$ cat src/design/sabf_pkg.sv
`timescale 1ns / 1ps

package sabf_pkg;

  // table sizes
  localparam int IPV4_SLOTS = 64;
  localparam int IPV6_SLOTS = 64;

  // ethertypes and minimum frame lengths
  localparam logic [15:0] ETYPE_IPV4   = 16'h0800;
  localparam logic [15:0] ETYPE_IPV6   = 16'h86DD;
  localparam logic [15:0] IPV4_MIN_LEN = 16'd34;
  localparam logic [15:0] IPV6_MIN_LEN = 16'd54;

  // field widths
  localparam int INDEX_W = 6;
  localparam int V4_W    = 32;
  localparam int V6_W    = 128;

  // item operations
  typedef enum logic [1:0] {
    OP_FRAME = 2'd0,
    OP_WR_V4 = 2'd1,
    OP_WR_V6 = 2'd2
  } op_t;

  // verdict kinds
  localparam logic [1:0] KIND_NONE = 2'd0;
  localparam logic [1:0] KIND_V4   = 2'd1;
  localparam logic [1:0] KIND_V6   = 2'd2;

  // search control travelling down a cell chain
  typedef struct packed {
    logic valid;
    logic hit;
  } query_ctl_t;

  // table write broadcast to every cell of a chain
  typedef struct packed {
    logic               en;
    logic [INDEX_W-1:0] index;
    logic               valid;
  } wr_ctl_t;

  // frame parse state
  typedef struct packed {
    logic [15:0] count;
    logic [15:0] etype;
    logic [63:0] src_up;
    logic [63:0] src_lo;
  } frame_t;

endpackage

$ cat src/design/sabf_parser.sv
`timescale 1ns / 1ps

module sabf_parser (
  input  logic             clk,
  input  logic             rst,
  input  logic             byte_en,
  input  logic             clear,
  input  logic [7:0]       frame_byte,
  output sabf_pkg::frame_t frame_next
);

  sabf_pkg::frame_t frame;

  // per-byte update of count, ethertype and source capture
  always_comb begin
    frame_next = frame;
    if (frame.count == 16'd12) begin
      frame_next.etype = {frame_byte, frame.etype[7:0]};
    end else if (frame.count == 16'd13) begin
      frame_next.etype = {frame.etype[15:8], frame_byte};
    end else if (frame.count >= 16'd22 && frame.count <= 16'd29) begin
      frame_next.src_up = {frame.src_up[55:0], frame_byte};
    end else if (frame.count >= 16'd30 && frame.count <= 16'd37) begin
      frame_next.src_lo = {frame.src_lo[55:0], frame_byte};
    end
    if (frame.count != 16'hFFFF) begin
      frame_next.count = frame.count + 16'd1;
    end
  end

  // frame state, back to zero after the last byte
  always_ff @(posedge clk) begin
    if (rst) begin
      frame <= '0;
    end else if (byte_en) begin
      if (clear) begin
        frame <= '0;
      end else begin
        frame <= frame_next;
      end
    end
  end

endmodule

$ cat config.mk
export PLATFORM = sky130hd
export DESIGN_NAME = sabf_parser
export DESIGN_NICKNAME = d
export VERILOG_FILES = /design/src/design/sabf_pkg.sv /design/src/design/sabf_parser.sv
export SDC_FILE = /design/constraint.sdc
export NUM_CORES = 1
export LEC_CHECK = 0
export BUFFER_PORTS_ARGS = -buffer_cell sky130_fd_sc_hd__buf_2
export CORE_UTILIZATION = 35
export CTS_BUF_LIST = sky130_fd_sc_hd__clkbuf_4
export CTS_CLUSTER_SIZE = 10
export DETAILED_ROUTE_END_ITERATION = 10
export PLACE_DENSITY = 0.58
export REMOVE_ABC_BUFFERS = 1
export SKIP_LAST_GASP = 1
export SYNTH_ARGS = -nofsm -noshare
export SYNTH_HDL_FRONTEND = slang
export SYNTH_SLANG_ARGS = --single-unit
$ cat constraint.sdc
create_clock -name clk -period 5.6 [get_ports clk]
set_clock_uncertainty 0.1 [all_clocks]
set_input_delay 1.12 -clock clk [delete_from_list [all_inputs] [get_ports clk]]
set_output_delay 1.12 -clock clk [all_outputs]
set_load 0.03 [all_outputs]
==> run metrics <==
Worst R2R Setup Slack 2580 ps; Via Count 6639; wire per inst 16.99 um; final wirelength 21.17 mm; Slew @ Worst Pin 1027 ps; Fill cells 2292; crit path kind register to primary output; core area 0.02278 sq mm; DR DRC count 0; Initial Utilization 35.91%; Setup Viol. Count Final 0; CP required 4380 ps; Synth-to-Final Area Change 14.64%; Cell Area, Synth 0.008179 sq mm; min cycle time layout 4519 ps; fin nets 936; run status finished clean; hold path depth 2; Final Hold Fails 0; post-DP HPWL 13.15 mm; die span in y 154.9 um; Post-CTS Setup Repair Bufs 0; CP startpoint kind register; WHS Endpoint frame[136]; CTS resizes 0; max FFs per register 160; Worst VDD drop 0.0001525 V; Slew Limit Fails 0; #FFs+latches synth 160; # rows 55; Post-CTS Hold Buffers 0; Worst R2R Start frame[145]; Mapped Cells 795; Clock Sinks 160; largest family of logic cells by synthesized area multiplexers; Peak Freq 221.3 MHz; max_slew headroom 31.55%; vias in the first global route 6058; Post-Synth Simple-Gate Area 13.03%; CTS Buf Count 17; Final ANT Viol Nets 0; complex-gate fraction of the synthesized area 19.73%; Post-synth top cells dfxtp_1 (160), mux2_2 (138), nor2_1 (85); CP Capture Type primary output; first-pass GRT wire length 33.35 mm; top flop regs frame x160; Area after DPL 0.009076 sq mm; worst skew pair latency 550 ps; initial drt markers 484; I/O pin cnt 172; Finished Cell Area 0.009376 sq mm; largest net degree at the start of global routing 95; RD Place Congestion 0.7887; crit path max fanout 64; ranking of synthesized cells by area dfxtp_1 (39%), mux2_2 (19%), a32oi_1 (7.2%), a22o_1 (6.9%), nor2_1 (3.9%); FFs w/ async S/R, synth 0%; proportion of layout cells with a drive suffix above 1 40.02%; Tot GR Track Use 17.27%; Post-Synth Adder-Cell Area 0.7649%; die area 0.02398 sq mm; first-pass detailed-route iteration total 5; Crit Reg-Reg Endpoint frame[2]; die width 154.9 um; Leak Pwr 3.981 nW; sequential share of the synthesized area 39.16%; Max clock buf depth 2; setup TNS 0 ps; Synth warnings 0; Hold Crit Start frame[136]; pwr dens 205.6 mW/mm^2; Buffers on Ports 171; H-tree levels 4; Tightest Hold Check Type register to register; Mean Syn Cell Area 10.29 sq um; Clock transition at path regs 140 ps; RSZ-0062 raised after global routing false; cell with the most instances after synthesis dfxtp_1; xor and xnor fraction of the mapped netlist area 1.178%; vias per inst 5.328; final worst path period share 80.70%; initial antenna violation count 1; post-synth top area share 39.16%; Synth Flop Type dfxtp_1; CTS root buf clkbuf_4; Max Cap Violations 0; total gr overflow 0; Reg2Reg Depth 8; Post-synth EDFFs 0; crit path from frame[145]; largest register by flop count frame; largest area contributor in the netlist dfxtp_1; CTS tree done; multiplexer area fraction after synthesis 20.07%; crit path DAT 3300 ps; synth unique cells 58
-- worst max-delay path by stage --
stage,end,cells past startpoint
after CTS,frame_next[130],5
after global placement,frame_next[130],5
final,frame_next[6],8
after detailed placement,frame_next[130],5
after floorplan,frame_next[0],6
after global routing,frame_next[81],8
-- through the flow --
stage | utilization (%) | power, mW | cells | setup WS, ps | hold WS, ps
CTS | 41.09 | 1.958 | 1244 | 823.1 | 383.8
global route | 41.16 | 2.018 | 1246 | 887.2 | 402.0
finish | 41.16 | 1.927 | 1246 | 1081 | 384.8
detailed placement | 39.85 | 1.251 | 1212 | 1507 | 364.4
global placement | 39.85 | 1.252 | 1212 | 1514 | 354.9
floorplan | - | 1.195 | 717 | 967.6 | 339.9
-- power breakdown --
part | internal [mW] | switching, mW
clock | 0.207 | 0.494
sequential | 1.14 | 0.00108
combinational | 0.0145 | 0.0714
-- critical path, cell delays in order (launching register included) --
cell	delay, ps
dfxtp_1	500
inv_1	150
ha_1	230
or3b_2	460
a32oi_1	530
nor3_4	80
buf_12	210
mux2_1	370
buf_2	180
-- kinds of logic (layout without fill, tap and decap cells) --
group           count (synthesis)  count (layout)
fa+ha+maj                       5               5
xor+xnor                       11              11
buf+inv                        87             224
compound gates                200             200
other cells                     0               1
mux                           146             146
simple gates                  186             186
flops                         160             160
-- layer usage --
metal | vias to the layer above | global-route usage, % | routed length [um]
met4 | 0 | 3.725 | 206
met1 | 3133 | 25.80 | 10870
li1 | 3311 | - | -
met2 | 185 | 24.97 | 9065
met3 | 10 | 3.872 | 1029
met5 | - | 0 | 0
-- layout make-up --
type / instances / area [sq um] / share of cell area [%]
Timing Repair Buffer: 183 / 968.4 / 10.33
Sequential cell: 160 / 3203 / 34.16
Clock buffer: 17 / 127.6 / 1.361
Tap cell: 313 / 391.6 / 4.177
Antenna cell: 1 / 2.502 / 0.02669
Inverter: 9 / 33.78 / 0.3603
Multi-Input combinational cell: 548 / 4494 / 47.93
Clock inverter: 15 / 155.1 / 1.655
-- cell usage in the layout (no fill, tap or decap), drive strengths merged, types with 2 or more instances in the layout --
master,Yosys,layout
clkinv,2,6
a32oi,67,67
buf,52,183
nand4,6,6
xnor2,8,8
o21ai,14,14
mux2i,2,2
a41o,2,2
ha,5,5
dfxtp,160,160
nor3,3,3
o21a,2,2
or4,3,3
nand3,10,10
nor4b,17,17
nor4,7,7
a22o,64,64
a21oi,22,22
and2,3,3
a311o,9,9
mux2,144,144
a31oi,6,6
a211oi,2,2
clkbuf,26,17
inv,7,18
or3,11,11
a21o,2,2
a31o,2,2
a41oi,2,2
nor2,86,86
xor2,3,3
nand2,28,28
and4,6,6
No activity file was read; power rests on OpenSTA's default activity.
