==> src/design/sabf_pkg.sv <==
`timescale 1ns / 1ps

package sabf_pkg;

  // table sizes
  localparam int IPV4_SLOTS = 64;
  localparam int IPV6_SLOTS = 64;

  // ethertypes and minimum frame lengths
  localparam logic [15:0] ETYPE_IPV4   = 16'h0800;
  localparam logic [15:0] ETYPE_IPV6   = 16'h86DD;
  localparam logic [15:0] IPV4_MIN_LEN = 16'd34;
  localparam logic [15:0] IPV6_MIN_LEN = 16'd54;

  // field widths
  localparam int INDEX_W = 6;
  localparam int V4_W    = 32;
  localparam int V6_W    = 128;

  // item operations
  typedef enum logic [1:0] {
    OP_FRAME = 2'd0,
    OP_WR_V4 = 2'd1,
    OP_WR_V6 = 2'd2
  } op_t;

  // verdict kinds
  localparam logic [1:0] KIND_NONE = 2'd0;
  localparam logic [1:0] KIND_V4   = 2'd1;
  localparam logic [1:0] KIND_V6   = 2'd2;

  // search control travelling down a cell chain
  typedef struct packed {
    logic valid;
    logic hit;
  } query_ctl_t;

  // table write broadcast to every cell of a chain
  typedef struct packed {
    logic               en;
    logic [INDEX_W-1:0] index;
    logic               valid;
  } wr_ctl_t;

  // frame parse state
  typedef struct packed {
    logic [15:0] count;
    logic [15:0] etype;
    logic [63:0] src_up;
    logic [63:0] src_lo;
  } frame_t;

endpackage

==> src/design/sabf_cell.sv <==
`timescale 1ns / 1ps

module sabf_cell #(
  parameter int KEY_W = sabf_pkg::V4_W,
  parameter int INDEX = 0
) (
  input  logic                  clk,
  input  logic                  rst,
  input  sabf_pkg::wr_ctl_t     wr,
  input  logic [KEY_W-1:0]      wr_data,
  input  sabf_pkg::query_ctl_t  q_in,
  input  logic [KEY_W-1:0]      key_in,
  output sabf_pkg::query_ctl_t  q_out,
  output logic [KEY_W-1:0]      key_out
);

  logic [KEY_W-1:0] entry;
  logic             entry_valid;
  logic             match;
  logic             selected;

  // slot decode and compare against the passing key
  assign selected = wr.en && (int'(wr.index) == INDEX);
  assign match    = entry_valid && (entry == key_in);

  // slot storage
  always_ff @(posedge clk) begin
    if (rst) begin
      entry_valid <= 1'b0;
    end else if (selected) begin
      entry_valid <= wr.valid;
    end
  end

  always_ff @(posedge clk) begin
    if (selected && wr.valid) begin
      entry <= wr_data;
    end
  end

  // hand the query to the next cell
  always_ff @(posedge clk) begin
    if (rst) begin
      q_out.valid <= 1'b0;
    end else begin
      q_out.valid <= q_in.valid;
    end
    q_out.hit <= q_in.hit | (q_in.valid & match);
    key_out   <= key_in;
  end

endmodule

==> config.mk <==
export PLATFORM = sky130hd
export DESIGN_NAME = sabf_cell
export DESIGN_NICKNAME = d
export VERILOG_FILES = /design/src/design/sabf_pkg.sv /design/src/design/sabf_cell.sv
export SDC_FILE = /design/constraint.sdc
export NUM_CORES = 1
export LEC_CHECK = 0
export ABC_AREA = 1
export BUFFER_PORTS_ARGS = -buffer_cell sky130_fd_sc_hd__buf_4
export CORE_MARGIN = 2
export CORE_UTILIZATION = 45
export CTS_BUF_LIST = sky130_fd_sc_hd__clkbuf_16
export CTS_CLUSTER_DIAMETER = 60
export DETAILED_ROUTE_END_ITERATION = 8
export PLACE_DENSITY = 0.74
export SETUP_SLACK_MARGIN = 0.15
export SLEW_MARGIN = 20
export SYNTH_ARGS = -nofsm -noshare
export SYNTH_HDL_FRONTEND = slang
export SYNTH_SLANG_ARGS = --single-unit
==> constraint.sdc <==
create_clock -name clk -period 1.95 [get_ports clk]
set_input_delay 0.2925 -clock clk [delete_from_list [all_inputs] [get_ports clk]]
set_output_delay 0.2925 -clock clk [all_outputs]
set_load 0.005 [all_outputs]
==> results by group <==
Outcome
  • Outcome: complete, no violations

Critical path
  • Worst path cell trace: buf_4 > nor4_2 > nand3_1 > inv_1 > buf_12
  • Critical path buffers and inverters: 3
  • CP startpoint kind: primary input
  • CP arrival: 1.21 ns
  • WS Path Type: in2reg
  • Critical Path End Type: register
  • Crit path max-delay family: simple AND/OR/NAND/NOR gates
  • CP peak stage delay: 0.32 ns
  • Worst setup path startpoint: wr[6]
  • Crit-path max FO: 32
  • Required time of the critical path: around 2 ns
  • Critical-path top delay cell: nor4_2
  • R2R Path Start: entry[21]

Route
  • Avg Vias per Cell: 4.26
  • Post-DRT Antenna Nets: 0
  • Routed vias: 1688
  • Drt initial violations: 58
  • DR DRC count: 0
  • Avg WL per Cell: 11.7 um
  • Post-Route WL: 4650 um
  • Drt first pass iters: 4

CTS
  • Clk pin slew, worst setup/hold paths: ~0.05 ns
  • Cts hold-fix bufs: 0
  • H-tree Lvls: 3
  • CTS buffer count: 9
  • CTS resizes: 0
  • Root Buffer: clkbuf_16
  • CTS tree: yes
  • Clk_lat worst skew: 0.32 ns
  • Clock sink total: 67
  • Post-CTS Setup Bufs: 0
  • Clk buf depth: 2

Die
  • Die H: 75.1 um
  • Row Count: 25
  • Initial Util: 0.475
  • Core ar.: 4790 sq um
  • Die Width: 75.1 um
  • Num ports: 110
  • Die area: 5640 sq um

Power
  • Logic pwr share: 0.070
  • P per Cell Area: 970 nW/um^2
  • Flop pwr share: 0.448
  • Tot Pwr: 0.00340 W
  • Worst vdd ir: 0.709 mV
  • P_int: 0.00278 W
  • Leakage power: 1.67 nW
  • Clock power frac: 0.482
  • Net Sw Power: 0.000625 W
  • Switch share: 0.184

STA
  • Final Hold Fails: 0
  • Rel. slew slack: 0.814
  • RSZ-0062 raised after global routing: false
  • Final cycle utilization of the critical path: 0.613
  • Worst Slack Setup Final: 0.754 ns
  • Final setup fails: 0
  • Worst-margin pin slew: 0.277 ns
  • Max Clk Rate: 836 MHz
  • Worst Hold Slack: 0.0855 ns
  • Min Tclk post-route: 1.20 ns
  • Clk_skew: 0.00368 ns
  • Final slew viol count: 0
  • Final setup TNS: 0 ns

Job
  • Max-cap viol count: 0

Finish
  • Fillcell total: 357
  • Final Net Count: 400
  • Area of the multi-input gates: about 480 sq um
  • Most frequent cells in the layout: buf_4, nand2_1, inv_1
  • Layout Cells excl Fill: 396
  • Ant. Diodes: 0
  • FF+latch area: 1660 sq um
  • Share of layout cells above drive strength 1: 0.392
  • Layout Area Growth over Synthesis: 54.2%
  • Commonest non-fill, non-tap cell in the layout: buf_4

Placement
  • DP Worst Slack: 0.426 ns
  • Gpl congestion: around 0.77
  • # port buffers: 109
  • DP HPWL: 3330 um
  • Dpl cells: 380

GRT
  • Total grt overflow: 0
  • First-pass GRT wire length: 7120 um
  • Initial antenna violation count: 0
  • Largest net degree at the start of global routing: 33
  • Number of global-route vias before repair: 1645
  • GRT Total Usage: 0.180

Synth
  • Mapped Cells: a little over 200
  • Yosys top cell by area: edfxtp_1
  • Syn avg cell area: 11.2 sq um
  • Mapped Area: 2270 sq um
  • Share of the synthesized area in the top cell type: 0.423
  • Cell variety after synth: 16
  • Post-synthesis sequential area ratio: 0.731
  • Synth Register Bits: 67
  • Area contributors post-synth: edfxtp_1, dfxtp_1, nand2_1
  • Total number of yosys warnings: 0
  • Synthesized net count: around 280

Hold path
  • HP Start: key_in[5]
  • Hold WC Path Type: in2reg
layout make-up:
type                       count  share of cell area
tap                           67              0.0239
clock inverter                 7              0.0243
clock buffer                   9              0.0642
multi-input combinational    100               0.136
timing repair buffer         110               0.239
inverter                      36              0.0385
sequential                    67               0.474
cells in the mapped netlist:
| library cell | count |
|---|---|
| a21oi_1 | 1 |
| dfxtp_1 | 35 |
| edfxtp_1 | 32 |
| inv_1 | 36 |
| nand2_1 | 49 |
| nand3_1 | 6 |
| nand4_1 | 4 |
| nor2_1 | 19 |
| nor2_2 | 1 |
| nor3_1 | 2 |
| nor4_2 | 1 |
| o21ai_0 | 1 |
| or2_0 | 1 |
| or2_2 | 4 |
| xnor2_1 | 9 |
| xor2_1 | 2 |
power by group through the flow:
stage / logic, W / clock network [W] / registers (W)
global placement: 0.000235 / 0 / 0.00155
floorplan: 0.0000427 / 0 / 0.00156
CTS: 0.000242 / 0.00167 / 0.00152
detailed placement: 0.000239 / 0 / 0.00155
finish: 0.000238 / 0.00164 / 0.00152
global route: 0.000264 / 0.00174 / 0.00153
metal layers:
metal  up-vias  wire length (um)  track usage
li1        874                 -            -
met4         0               119       0.0952
met5         -                 0            0
met1       740              1710        0.202
met2        62              2470        0.301
met3        12               347       0.0629
path summary, 6_finish.rpt:
check | cells after the start | endpoint | slack [ns]
hold / removal | 1 | key_out[5] | 0.09
setup reg to reg | 7 | q_out[0] | 0.82
hold reg to reg | 2 | entry_valid | 0.47
setup / recovery | 5 | entry[16] | 0.75
state kept, by name, indices dropped and copies added (netlist names):
name and flops:
entry 32, entry_valid 1, key_out 32, q_out 2
stage by stage:
stage | utilization | cell area (sq um)
global route | 0.733 | 3510
detailed placement | 0.668 | 3200
floorplan | - | 2270
CTS | 0.733 | 3510
finish | 0.733 | 3510
global placement | 0.668 | 3200
logic make-up (layout without fill, tap and decap cells):
family,after synthesis,after routing,synth area share
compound gates,2,2,0.00440
simple gates,87,87,0.163
flops,67,67,0.731
xor+xnor,11,11,0.0424
buf+inv,36,162,0.0594
(Power assumes the default switching activity.)
